==> src/rtl/pfla_pkg.sv <==
// ----------------------------------------------------------------------------
// pfla_pkg
// Shared types, field widths and codes of the page free-list allocator.
// ----------------------------------------------------------------------------
`default_nettype none

package pfla_pkg;

   // default sizing
   localparam int unsigned PAGE_TOTAL_DEF  = 1024;
   localparam int unsigned MAX_REQUEST_DEF = 64;

   // field widths
   localparam int unsigned OPCODE_W  = 1;
   localparam int unsigned COUNT_W   = 7;
   localparam int unsigned OWNER_W   = 32;
   localparam int unsigned PAGE_W    = 10;
   localparam int unsigned STATUS_W  = 2;
   localparam int unsigned RESERVE_W = 11;

   // descriptor word: {owner, used}
   localparam int unsigned DESC_W = OWNER_W + 1;

   // width used for index range compares (covers 65536 pages)
   localparam int unsigned RANGE_W = 17;

   // operation codes
   localparam logic [OPCODE_W-1:0] OP_ALLOC = 1'b0;
   localparam logic [OPCODE_W-1:0] OP_FREE  = 1'b1;

   // result status codes
   localparam logic [STATUS_W-1:0] STATUS_OK      = 2'd0;
   localparam logic [STATUS_W-1:0] STATUS_NOSPACE = 2'd1;
   localparam logic [STATUS_W-1:0] STATUS_IDLE    = 2'd2;

   // admission check outcome
   typedef struct packed {
      logic alloc_ok;
      logic idx_ok;
   } check_type;

endpackage

`default_nettype wire

==> src/rtl/pfla_check.sv <==
// ----------------------------------------------------------------------------
// pfla_check
// Admission compare unit: request size and reserve check for allocations,
// page index range check for frees.
// ----------------------------------------------------------------------------
`default_nettype none

module pfla_check
   import pfla_pkg::*;
#(
   parameter int unsigned PAGE_TOTAL  = PAGE_TOTAL_DEF,
   parameter int unsigned MAX_REQUEST = MAX_REQUEST_DEF,
   localparam int unsigned CNTW = $clog2(PAGE_TOTAL + 1),
   localparam int unsigned SUMW = ((CNTW > RESERVE_W) ? CNTW : RESERVE_W) + 1
) (
   input  wire logic [CNTW-1:0]      free_count,
   input  wire logic [RESERVE_W-1:0] reserve_pages,
   input  wire logic [COUNT_W-1:0]   page_count,
   input  wire logic [PAGE_W-1:0]    page_index,
   output check_type                 check
);

   logic [SUMW-1:0] need;
   logic [SUMW-1:0] have;
   logic            size_ok;

   // pages needed = reserve + request, compared against the free count
   assign need    = SUMW'(reserve_pages) + SUMW'(page_count);
   assign have    = SUMW'(free_count);
   assign size_ok = (page_count != '0) && (page_count <= COUNT_W'(MAX_REQUEST));

   assign check.alloc_ok = size_ok && (have >= need);
   assign check.idx_ok   = RANGE_W'(page_index) < RANGE_W'(PAGE_TOTAL);

endmodule

`default_nettype wire

==> config.mk <==
export PLATFORM = sky130hd
export DESIGN_NAME = pfla_check
export DESIGN_NICKNAME = d
export VERILOG_FILES = /design/src/rtl/pfla_pkg.sv /design/src/rtl/pfla_check.sv
export SDC_FILE = /design/constraint.sdc
export NUM_CORES = 1
export LEC_CHECK = 0
export ABC_AREA = 1
export BUFFER_PORTS_ARGS = -buffer_cell sky130_fd_sc_hd__buf_2
export CELL_PAD_IN_SITES_DETAIL_PLACEMENT = 1
export CELL_PAD_IN_SITES_GLOBAL_PLACEMENT = 2
export CORE_ASPECT_RATIO = 0.75
export CORE_MARGIN = 2
export CORE_UTILIZATION = 24
export DETAILED_ROUTE_END_ITERATION = 6
export PLACE_DENSITY = 0.89
export SYNTH_ARGS = -nofsm -noshare
export SYNTH_HDL_FRONTEND = slang
export SYNTH_SLANG_ARGS = --single-unit
==> constraint.sdc <==
create_clock -name vclk -period 5.19
set_input_delay 0.519 -clock vclk [all_inputs]
set_output_delay 0.519 -clock vclk [all_outputs]
set_load 0.02 [all_outputs]
# Yosys cells after proc, flatten, opt, wreduce, memory -nomap -nowiden
# Cells that the tools add are included.
[totals] reg_bits=0 latchBits=0 mem_bits_rw=0 romBits=0 input_bits=39 word_cells=6 mem_count=0
[classes] add_sub_neg=1 n_mul=0 div_mod_pow=0 magnitude_cmp=2 eq_ne=0 shift=0 mux=0 n_bitwise=0 n_reduce_logical=3
[ops] operator="$add A11 B7 Y12" n=1
[ops] operator="$ge A11 B12 Y1" n=1
[ops] operator="$le A7 B7 Y1 const B" n=1
[ops] operator="$reduce_bool A7 Y1" n=1
[ops] operator="$logic_and A1 B1 Y1" n=2

# Longest topological paths before layout
# Gate-level depths: netlist of the first run.
[depth] depth_word=3 ltp_mapped=16 depth_no_buf=16

# Worst setup path before layout of the first run
# No wires, ideal clock.
[synth_path] kind="input-to-output" startpoint="input port reserve_pages[0]" endpoint="output port check[1] (netlist name)" arrival_ns=2.525 required_ns=4.671 path_slack_ns=2.146 path_stages=15 cell_sequence="ha_1 > fa_1 > nand3_1 > nand2_1 > nand2_1 > nand2_1 > a21oi_1 > xor2_1 > ha_1 > nand2_1 > o21ai_0 > nand4_1 > nand2_1 > nor2_1 > nor2_1"
[synth_rtl] item="start: declaration" line_no="pfla_check.sv:17" text="input wire logic [RESERVE_W-1:0] reserve_pages,"
[synth_rtl] item="end: declaration" line_no="pfla_check.sv:20" text="output check_type check"

==> reports/results.tsv, run 1 <==
metric	value	unit
outcome	complete, no violations	
grt_pass1_vias	738	
viasPerCell	4.36	
critPathTopFamily	adder cells	
fp-row-count	16	
wirelength	1770	µm
grt_usage	0.109	
finalSetupViolCount	0	
grt_pass1_wl	2930	µm
fin_area	871	µm²
drc_errors	0	
syn_inst	108	
p_leak	0.512	nW
holdBufCountCts	0	
hold_slack	1.48	ns
worstSetupEndpointType	output port	
power_per_cell_area	112	nW/µm²
die_w	65.6	µm
area_delta_synth_final	27.5	%
cp_data_arrival_time	2.82	ns
postCtsSetupRepairBufs	0	
required	4.67	ns
crit_buf_inv	2	
clock_buffers	0	
yosysSeqAreaShare	0	
fmax	0.299	GHz
avgSynthCellArea	6.33	µm²
crit_path_frequent_cell	nand2_1	
ant_nets	0	
power	97.3	µW
numSequentialCells	0	
die_area	3290	µm²
startpoint_type	input port	
ys_types	19	
finalWeightedCongestion	0.755	
critical_path_class	input port to output port	
port_buffers	30	
maxCapViolCount	0	
hpwl	1680	µm
overflow	0	
syn_area	683	µm²
hp-class	input port to output port	
finalCritPeriodShare	0.644	
ios	41	
wl_per_cell	10.2	µm
initialDrtViolationCount	7	
rsz0062_at_grt	false	
antenna_cells	0	
final_cells	173	
peakVddDrop	30.1	µV
cp_cell_sequence	buf_2 > ha_1 > fa_1 > nand3_1 > nand2_1 > nand2_1 > nand2_1 > a21oi_1 > xor2_1 > ha_1 > nand2_1 > o21ai_0 > nand4_1 > nand2_1 > nor2_1 > nor2_1 > buf_2	
drive_gt1_frac	0.248	
critPathMaxStageDelay	0.41	ns
core	2660	µm²
firstDrtPassIters	3	
fin_setup_tns	0	ns
min_period	3.34	ns
synth_nets	166	
crit_slowest_cell	fa_1	
synth_warnings	0	
dp_cells	173	
place_area	871	µm²
nets	197	
start_util	0.257	
cts_resized	0	
drv_slew	0	
die_height	50.2	µm
vias	755	
critPathMaxFanout	3	
grt_start_max_net_pins	6	
seq_area	0	µm²
antenna_found_initial	0	
hold_viol	0	
[tightest hold or removal path, stage by stage]
cell and delay (ns):
buf_2 0.09, xnor2_1 0.14, nor2_1 0.06, buf_2 0.15
[area by class of cell]
type,count,area (µm²)
fillers,372,1790
multi-input cells,93,623
repair buffers,30,150
inverters,14,52.6
well taps,36,45.0
[logic make-up (layout without fill, tap and decap cells)]
logic type / Yosys count / after routing / share of synthesized area
XOR/XNOR: 10 / 10 / 0.128
AO/OA/AOI/OAI: 9 / 9 / 0.0824
other: 1 / 1 / 0.00549
buffers and inverters: 15 / 44 / 0.0879
AND/OR/NAND/NOR: 54 / 54 / 0.337
adder cells (fa/ha/maj): 19 / 19 / 0.359
[layout by cell type, fill, tap and decap left out]
cell type / n
inv_1: 14
or2_1: 1
fa_1: 1
a21oi_1: 7
ha_1: 18
xnor2_1: 4
conb_1: 1
o21ai_0: 1
nand4_1: 2
nand2_1: 31
nand3_1: 4
nor3_1: 1
xor2_1: 6
nand3_2: 1
a21oi_4: 1
nand2_2: 2
buf_2: 30
nor2_1: 11
nor4_1: 1
[Yosys cell counts (2+ instances only)]
master / count / share of area
nor2_1: 11 / 0.060
ha_1: 18 / 0.33
a21oi_1: 7 / 0.051
nand4_1: 2 / 0.018
xnor2_1: 4 / 0.051
nand2_2: 2 / 0.018
inv_1: 14 / 0.077
nand2_1: 31 / 0.17
xor2_1: 6 / 0.077
nand3_1: 4 / 0.029
[through the flow]
stage	worst slack [ns]	util
final	1.85	0.327
after global routing	1.65	0.327
after CTS	1.83	0.327
after detailed placement	1.84	0.327
after global placement	1.87	0.327
after floorplan	2.15	-
[layer usage]
metal  global-route usage  up-vias  part of all wire
met1                0.154      334              0.49
met4                    0        0                 0
li1                     -      407                 -
met5                    0        -                 0
met2                0.199       14              0.47
met3                    0        0             0.036
[power by group]
group	internal (mW)	total [mW]	switching, mW	leakage [nW]
clock	0	0	0	0
sequential	0	0	0	0
combinational	0.0426	0.0973	0.0547	0.512
total	0.0426	0.0973	0.0547	0.512
[path summary, 6_finish.rpt]
check / start / to / slack, ns / cells after the start
setup / recovery: reserve_pages[0] / check[1] / 1.85 / 17
hold / removal: page_count[6] / check[1] / 1.48 / 4
Note: power is estimated with default switching activity, not from simulation.
==> run 2, diff against run 1 <==
--- a/config.mk
+++ b/config.mk
@@ -11,9 +11,9 @@
 export CELL_PAD_IN_SITES_GLOBAL_PLACEMENT = 2
 export CORE_ASPECT_RATIO = 0.75
 export CORE_MARGIN = 2
-export CORE_UTILIZATION = 24
+export CORE_UTILIZATION = 22
 export DETAILED_ROUTE_END_ITERATION = 6
-export PLACE_DENSITY = 0.89
+export PLACE_DENSITY = 0.82
 export SYNTH_ARGS = -nofsm -noshare
 export SYNTH_HDL_FRONTEND = slang
 export SYNTH_SLANG_ARGS = --single-unit
==> constraint.sdc (replaced) <==
create_clock -name vclk -period 3.1
set_input_delay 0.31 -clock vclk [all_inputs]
set_output_delay 0.31 -clock vclk [all_outputs]
set_load 0.02 [all_outputs]
==> reports/results.tsv, run 2 (same netlist as run 1, synthesis figures left out) <==
metric	value	unit
holdBufCountCts	0	
drc_errors	0	
antenna_cells	0	
layout_common_cells	nand2_1, buf_2, ha_1	
place_area	873	µm²
fin_ws	0.196	ns
startpoint_type	input port	
ant_nets	0	
die_height	52.3	µm
power	167	µW
grt_usage	0.115	
cp_cell_sequence	buf_2 > ha_1 > fa_1 > nand3_1 > nand2_1 > nand4_1 > a21oi_1 > xor2_1 > ha_1 > a21oi_1 > nand2_1 > nand2_1 > nand2_1 > nor2_1 > nor2_1 > buf_2	
grt_pass1_vias	764	
fin_setup_tns	0	ns
critPathMaxStageDelay	0.41	ns
seq_area	0	µm²
crit_slowest_cell	fa_1	
required	2.79	ns
grt_start_max_net_pins	6	
peakVddDrop	51.1	µV
viasPerCell	4.45	
p_leak	0.512	nW
worstSetupEndpointType	output port	
hp-class	input port to output port	
drive_gt1_frac	0.255	
firstDrtPassIters	4	
wirelength	1840	µm
worstHoldStart	page_count[6]	
rsz0062_at_grt	false	
die_area	3570	µm²
crit_path_frequent_cell	nand2_1	
start_util	0.231	
min_period	2.90	ns
finalCritPeriodShare	0.937	
overflow	0	
power_per_cell_area	190	nW/µm²
initialDrtViolationCount	11	
fp-row-count	17	
hold_viol	0	
place_ws	0.117	ns
ios	41	
fmax	0.344	GHz
die_w	68.3	µm
clock_buffers	0	
maxCapViolCount	0	
area_delta_synth_final	28.4	%
final_common_cell	nand2_1	
core	2960	µm²
finalSetupViolCount	0	
nets	197	
drv_slew	0	
wl_per_cell	10.5	µm
cp_data_arrival_time	2.59	ns
vias	779	
final_cells	175	
hpwl	1750	µm
finalCoreUtilization	0.297	
hold_slack	1.06	ns
grt_pass1_wl	3220	µm
critical_path_class	input port to output port	
outcome	complete, no violations	
numSequentialCells	0	
min_path_cells	4	
hold_path_end	check[1]	
antenna_found_initial	0	
port_buffers	30	
fin_area	877	µm²
critPathMaxFanout	4	
dp_cells	175	
finalWeightedCongestion	0.676	
[run 2: cell count changes in the layout (fill, tap and decap cells not counted)]
| cell | before | now |
|---|---|---|
| o21ai_0 | 1 | 0 |
| a21oi_2 | 0 | 1 |
| o21ai_1 | 0 | 1 |
| a21oi_1 | 7 | 6 |
[run 2: cell type report]
class                           count  area (µm²)
Fill cell                         390        2080
Inverter                           14        52.6
Multi-Input combinational cell     93         627
Tap cell                           38        47.5
Timing Repair Buffer               30         150
[run 2: report_power, final]
part / internal (mW) / total, mW / switching [mW]
Combinational: 0.0722 / 0.167 / 0.0945
Clock: 0 / 0 / 0
Sequential: 0 / 0 / 0
Total: 0.0722 / 0.167 / 0.0945
[run 2: what timing repair did]
item	in CTS	in global routing
setup endpoints to repair	0	1
buffers inserted	0	0
gates resized for setup	0	2
[run 2: how the worst max path moves through the flow]
stage,depth (start not counted),from,slack (ns),to
after global routing,17,reserve_pages[0],0.01,check[1]
after detailed placement,17,reserve_pages[0],0.12,check[1]
after global placement,17,reserve_pages[0],0.20,check[1]
final,16,reserve_pages[0],0.20,check[1]
after CTS,17,reserve_pages[0],0.11,check[1]
after floorplan,15,reserve_pages[0],0.47,check[1]
[run 2: routing by layer]
layer / vias to the layer above / global-route usage / routed length [µm]
li1: 405 / - / -
met1: 350 / 0.155 / 844
met2: 20 / 0.209 / 885
met3: 4 / 0.00215 / 77
met4: 0 / 0.0167 / 26
met5: - / 0 / 0
[run 2: worst max-delay path, delay by kind of cell]
family	cells	cell delay [ns]
and+or+nand+nor	8	0.66
xor gates and xnor gates	1	0.15
AOI/OAI and AO/OA	2	0.26
buffers and inverters	2	0.26
adders and majority gates	3	0.96
