===== src/rtl/pfla_ram.sv =====
// ----------------------------------------------------------------------------
// pfla_ram
// Generic simple dual-port RAM: one write port, one read port, registered read.
// ----------------------------------------------------------------------------
`default_nettype none

module pfla_ram #(
   parameter int unsigned WIDTH = 8,
   parameter int unsigned DEPTH = 16,
   localparam int unsigned AW   = (DEPTH > 1) ? $clog2(DEPTH) : 1
) (
   input  wire logic             clock,
   input  wire logic             wr_en,
   input  wire logic [AW-1:0]    wr_addr,
   input  wire logic [WIDTH-1:0] wr_data,
   input  wire logic             rd_en,
   input  wire logic [AW-1:0]    rd_addr,
   output logic      [WIDTH-1:0] rd_data
);

   logic [WIDTH-1:0] mem_ff [DEPTH];
   logic [WIDTH-1:0] rd_data_ff;

   // write port
   always_ff @(posedge clock) begin
      if (wr_en) begin
         mem_ff[wr_addr] <= wr_data;
      end
   end

   // registered read, holds when not enabled
   always_ff @(posedge clock) begin
      if (rd_en) begin
         rd_data_ff <= mem_ff[rd_addr];
      end
   end

   assign rd_data = rd_data_ff;

endmodule

`default_nettype wire


===== config.mk =====
export PLATFORM = sky130hd
export DESIGN_NAME = pfla_ram
export DESIGN_NICKNAME = d
export VERILOG_FILES = /design/src/rtl/pfla_ram.sv
export SDC_FILE = /design/constraint.sdc
export NUM_CORES = 1
export LEC_CHECK = 0
export ABC_AREA = 1
export ABC_CLOCK_PERIOD_IN_PS = 2900
export BUFFER_PORTS_ARGS = -buffer_cell sky130_fd_sc_hd__buf_4
export CAP_MARGIN = 10
export CORE_MARGIN = 2
export CORE_UTILIZATION = 60
export DETAILED_ROUTE_END_ITERATION = 6
export PLACE_DENSITY = 0.78
export SKIP_LAST_GASP = 1
export SYNTH_ARGS = -nofsm -noshare
export SYNTH_HDL_FRONTEND = slang
export SYNTH_SLANG_ARGS = --single-unit

===== constraint.sdc =====
create_clock -name clock -period 2.9 [get_ports clock]
set_input_delay 0.87 -clock clock [delete_from_list [all_inputs] [get_ports clock]]
set_output_delay 0.87 -clock clock [all_outputs]
set_load 0.02 [all_outputs]

## Word-level counts from Yosys, hierarchy flattened

Memory sizes are Yosys's and may differ from the RTL's. A register that Yosys moved wholly into a read port is not among the register bits.
Cells that the tools add are included.

| storage, ports and cells | value |
|---|---|
| register bits | 0 |
| bits in writable memories | 128 |
| input port bits | 19 |
| output and inout port bits | 8 |
| memories kept | 1 |

Memories:

| name | words | bits a word | read ports | clocked after memory_dff | wr ports | line | source |
|---|---|---|---|---|---|---|---|
| mem_ff | 16 | 8 | 1 | 1 | 1 | 21 | `logic [WIDTH-1:0] mem_ff [DEPTH];` |

| cells by class | value |
|---|---|
| muxes and demuxes | 2 |

Operators by type and width:

| operator | count |
|---|---|
| 1-bit two-way mux | 2 |

## Longest topological paths before layout

| depth | value |
|---|---|
| depth in word-level cells | 2 |
| mapped depth | 8 |

## Worst setup path before layout

OpenSTA, ideal clock, no wires.

| path | value |
|---|---|
| path kind | input -> register |
| from | input port wr_addr[2] |
| to | memory mem_ff[10][0], enable pin |
| setup time | 370 ps |
| arrival | 1451 ps |
| data required time | 2530 ps |
| setup slack | 1079 ps |
| stages on the path | 2 |
| cell sequence | nand3b_1 > nor2_1 |

RTL lines:

| item | line | source |
|---|---|---|
| from (decl) | 14 | `input wire logic [AW-1:0] wr_addr,` |
| to (decl) | 21 |  |

No word-level cell before the write port.

## Worst setup path in the final report

| path | value |
|---|---|
| from | register rd_data_ff[1], in the netlist rd_data[1], read port of mem_ff |
| to | output port rd_data[1] |

RTL lines:

| item | line | source |
|---|---|---|
| from (decl) | 22 | `logic [WIDTH-1:0] rd_data_ff;` |
| to (decl) | 18 | `output logic [WIDTH-1:0] rd_data` |

No word-level cell between the ends.

==> impl_results.html <==
<table>
<tr><th>Metric</th><th>Value</th></tr>
<tr><th colspan="2">Status</th></tr>
<tr><td>Outcome</td><td>finished clean</td></tr>
<tr><th colspan="2">STA</th></tr>
<tr><td>Number of hold-slack violations in the final timing report</td><td>0</td></tr>
<tr><td>Total count of max-transition violations in the final report</td><td>0</td></tr>
<tr><td>Worst slew margin relative to its limit</td><td>0.4712</td></tr>
<tr><td>Post-Route Setup TNS</td><td>0 ns</td></tr>
<tr><td>Part of the cycle the worst path needs</td><td>0.6708</td></tr>
<tr><td>Setup violators final</td><td>0</td></tr>
<tr><td>Setup repair after global routing missed its margin</td><td>no</td></tr>
<tr><td>Post-route clock skew</td><td>roughly 0.0090 ns</td></tr>
<tr><td>Top achievable clock speed</td><td>~0.5 GHz</td></tr>
<tr><td>Time the final worst path needs with I/O delays and setup</td><td>1.945 ns</td></tr>
<tr><td>Measured slew at the worst slew-check pin</td><td>between 0.7 and 0.8 ns</td></tr>
<tr><th colspan="2">Setup path</th></tr>
<tr><td>Worst reg2reg path depth</td><td>6</td></tr>
<tr><td>Worst Setup Start Kind</td><td>register</td></tr>
<tr><td>Worst path max stage delay</td><td>around 0.38 ns</td></tr>
<tr><td>Kind of cell with the highest combined delay on the critical path</td><td>flip-flops</td></tr>
<tr><td>Data arrival, critical path</td><td>approximately 1.1 ns</td></tr>
<tr><td>Critical path fanouts, max</td><td>1</td></tr>
<tr><td>Register-to-Register Setup Slack</td><td>approximately 1.7 ns</td></tr>
<tr><td>Capture point of the worst reg-to-reg path</td><td>rd_data[4]</td></tr>
<tr><td>Critical Path RT</td><td>~2 ns</td></tr>
<tr><td>Setup crit end kind</td><td>output port</td></tr>
<tr><td>Cell with the largest stage delay on the worst path</td><td>sky130_fd_sc_hd__edfxtp_1</td></tr>
<tr><td>Combined buffer and inverter count along the critical path</td><td>1</td></tr>
<tr><td>Reg-to-reg startpoint</td><td>mem_ff[11][4]</td></tr>
<tr><td>Classification of the worst setup path</td><td>reg -&gt; out</td></tr>
<tr><td>Cell Chain, Critical Path</td><td>buf_4</td></tr>
<tr><th colspan="2">Floorplanning</th></tr>
<tr><td>Die outline width</td><td>~100 um</td></tr>
<tr><td>I/O Pins</td><td>27</td></tr>
<tr><td>Cell row count</td><td>36</td></tr>
<tr><td>Height of the die</td><td>just over 100 um</td></tr>
<tr><td>Area of the core</td><td>9594 um2</td></tr>
<tr><td>Full die area</td><td>~11000 um2</td></tr>
<tr><td>Starting Density</td><td>0.6094</td></tr>
<tr><th colspan="2">Yosys</th></tr>
<tr><td>Number of synthesized register bits</td><td>between 100 and 150</td></tr>
<tr><td>Proportion of synthesized chip area in sequential cells</td><td>0.6985</td></tr>
<tr><td>Netlist area before placement</td><td>about 6000 um2</td></tr>
<tr><td>Synthesized netlist cell count</td><td>between 500 and 600</td></tr>
<tr><td>Mean instance size in the synthesized netlist</td><td>between 10 and 15 um2</td></tr>
<tr><td>Share of the synthesized area in the top cell type</td><td>0.6985</td></tr>
<tr><td>Biggest area consumer among synthesized cells</td><td>sky130_fd_sc_hd__edfxtp_1</td></tr>
<tr><td>Warning count from the yosys run</td><td>0</td></tr>
<tr><td>Synthesized netlist net count</td><td>570</td></tr>
<tr><td>Number of distinct library cells after synthesis</td><td>11</td></tr>
<tr><td>Top post-synthesis cells by area</td><td>sky130_fd_sc_hd__edfxtp_1 70%, sky130_fd_sc_hd__nand2_1 11%, sky130_fd_sc_hd__nand3_1 8.3%</td></tr>
<tr><th colspan="2">Clock tree</th></tr>
<tr><td># resized after CTS</td><td>0</td></tr>
<tr><td>Clock root buffer</td><td>sky130_fd_sc_hd__clkbuf_8</td></tr>
<tr><td>Clock transition at the registers of the reported paths</td><td>0.06 ns</td></tr>
<tr><td>Latest clock arrival within the worst-skew pair</td><td>between 0.5 and 0.6 ns</td></tr>
<tr><td>Hold Buf Count CTS</td><td>0</td></tr>
<tr><td>Post-CTS setup buffers</td><td>0</td></tr>
<tr><td>Maximum buffer depth of the clock tree</td><td>2</td></tr>
<tr><td>Clock sink count</td><td>136</td></tr>
<tr><td>H-tree levels</td><td>4</td></tr>
<tr><td>CTS tree</td><td>yes</td></tr>
<tr><td>CTS buffer count</td><td>17</td></tr>
<tr><th colspan="2">Finish</th></tr>
<tr><td>Layout cell share with drive strength beyond 1</td><td>0.1091</td></tr>
<tr><td>Area growth from synthesis to layout</td><td>15.02%</td></tr>
<tr><td>Post-layout util</td><td>0.7010</td></tr>
<tr><td>Final net count</td><td>603</td></tr>
<tr><td>Commonest non-fill, non-tap cell in the layout</td><td>sky130_fd_sc_hd__nand2_1</td></tr>
<tr><td>Number of antenna diodes</td><td>0</td></tr>
<tr><td>Fill cell total of the finished layout</td><td>about 630</td></tr>
<tr><td>Commonest non-fill, non-tap cells in the layout</td><td>173 x sky130_fd_sc_hd__nand2_1, 136 x sky130_fd_sc_hd__edfxtp_1, 100 x sky130_fd_sc_hd__inv_1, 97 x sky130_fd_sc_hd__nand3_1, 37 x sky130_fd_sc_hd__buf_4</td></tr>
<tr><td>Final cell area excluding filler cells</td><td>approximately 6700 um2</td></tr>
<tr><th colspan="2">Place</th></tr>
<tr><td>Area after detailed placement</td><td>roughly 6100 um2</td></tr>
<tr><td>I/O Buffers</td><td>26</td></tr>
<tr><td>Routability Congestion</td><td>0.8617</td></tr>
<tr><td>Placed wire-length estimate after detailed placement</td><td>roughly 7.2 mm</td></tr>
<tr><th colspan="2">Power and ir drop</th></tr>
<tr><td>Clock network power share</td><td>0.458</td></tr>
<tr><td>Proportion of total power due to net switching</td><td>0.2050</td></tr>
<tr><td>Comb power frac</td><td>0.061</td></tr>
<tr><td>Static Leak</td><td>slightly below 3 nW</td></tr>
<tr><td>NetSw</td><td>roughly 0.95 mW</td></tr>
<tr><td>Internal power consumption</td><td>around 3.7 mW</td></tr>
<tr><td>Total power divided by cell area</td><td>between 600 and 700 nW/um2</td></tr>
<tr><td>Sequential fraction of design power</td><td>0.481</td></tr>
<tr><td>Peak VDD IR</td><td>about 0.45 mV</td></tr>
<tr><th colspan="2">Global route</th></tr>
<tr><td>Largest net degree at the start of global routing</td><td>between 40 and 50</td></tr>
<tr><td>GRT Overall Usage</td><td>0.2548</td></tr>
<tr><td>Number of antenna violations at the first check in global routing</td><td>0</td></tr>
<tr><td>First-pass GRT wire length</td><td>~19 mm</td></tr>
<tr><td>Grt total ovfl</td><td>0</td></tr>
<tr><td>Via count of the first global-routing pass</td><td>about 3600</td></tr>
<tr><th colspan="2">Hold path</th></tr>
<tr><td>Critical hold path startpoint</td><td>rd_en</td></tr>
<tr><td>Worst hold endpoint</td><td>rd_data[5]</td></tr>
<tr><td>Worst min-delay path class</td><td>in -&gt; reg</td></tr>
<tr><td>Cell depth of the worst hold path</td><td>1</td></tr>
<tr><th colspan="2">Routing</th></tr>
<tr><td>Detailed-router iteration count before antenna repair</td><td>6</td></tr>
<tr><td>Average wire per standard cell</td><td>around 17 um</td></tr>
<tr><td>First-iteration detailed-routing DRC count</td><td>approximately 470</td></tr>
<tr><td>Total wire length after detailed routing</td><td>approximately 12 mm</td></tr>
<tr><td>Via count normalized by instance count</td><td>between 5 and 6</td></tr>
<tr><td>Number of vias after detailed routing</td><td>between 3000 and 4000</td></tr>
<tr><td>DRC</td><td>0</td></tr>
<tr><td>Number of nets still failing antenna checks after routing</td><td>0</td></tr>
<tr><th colspan="2">Flow run</th></tr>
<tr><td>Maximum Capacitance Violations</td><td>0</td></tr>
</table>
==> worst max path at each step <==
| stage | startpoint | end | depth (start not counted) | slack, ns |
|---|---|---|---|---|
| floorplan | wr_addr[2] | mem_ff[10][0] | 2 | 1.08 |
| detailed placement | rd_addr[1] | rd_data[4] | 6 | 0.49 |
| global placement | rd_addr[1] | rd_data[4] | 6 | 0.49 |
| global route | rd_data[4] | rd_data[4] | 1 | 0.91 |
| finish | rd_data[1] | rd_data[1] | 1 | 0.95 |
| CTS | rd_data[1] | rd_data[1] | 1 | 0.92 |
==> power groups by stage <==
stage / combinational [mW] / sequential, mW / clock, mW
global placement: 0.269 / 2.27 / 0
global route: 0.308 / 2.23 / 2.22
finish: 0.280 / 2.23 / 2.12
floorplan: 0.155 / 2.28 / 0
detailed placement: 0.275 / 2.27 / 0
CTS: 0.279 / 2.23 / 2.13
==> state kept, by name (all words and copies together), names as in the netlist <==
register and cells:
mem_ff 128, rd_data 8
==> Yosys cell counts <==
master	number
sky130_fd_sc_hd__nand3b_1	2
sky130_fd_sc_hd__inv_1	100
sky130_fd_sc_hd__buf_4	4
sky130_fd_sc_hd__nand3_1	97
sky130_fd_sc_hd__nor2_1	17
sky130_fd_sc_hd__edfxtp_1	136
sky130_fd_sc_hd__buf_6	6
sky130_fd_sc_hd__buf_1	1
sky130_fd_sc_hd__buf_2	13
sky130_fd_sc_hd__inv_2	2
sky130_fd_sc_hd__nand2_1	173
==> per-stage QoR <==
step	instances	power, mW	worst slack [ns]	hold WS, ns
after floorplan	551	2.433	1.079	0.6829
after global placement	698	2.534	0.4938	0.7378
after detailed placement	698	2.542	0.4903	0.7532
after CTS	729	4.637	0.9248	0.6080
after global routing	729	4.756	0.9076	0.6141
final	729	4.625	0.9546	0.6202
==> layout make-up <==
cell class | instances | area (um2) | share of cell area
flip-flops and latches | 136 | 4084 | 0.6073
multi-input cells | 289 | 1214 | 0.1805
clock buffers | 20 | 425.4 | 0.06326
inverters | 102 | 382.9 | 0.05693
repair buffers | 38 | 297.8 | 0.04428
well taps | 133 | 166.4 | 0.02474
clock inverters | 11 | 155.1 | 0.02307
==> layer usage <==
layer | part of all wire | wire length, um | track usage
met5 | 0 | 0 | 0
met4 | 0.024 | 291 | 0.08103
met3 | 0.10 | 1295 | 0.08610
met2 | 0.47 | 5822 | 0.3801
met1 | 0.40 | 4962 | 0.3592
==> cell families after synthesis <==
logic type	after synthesis	synth area share
buffers and inverters	126	0.09394
flip-flops	136	0.6985
AND/OR/NAND/NOR	289	0.2076
Note: power is estimated with default switching activity, not from simulation.
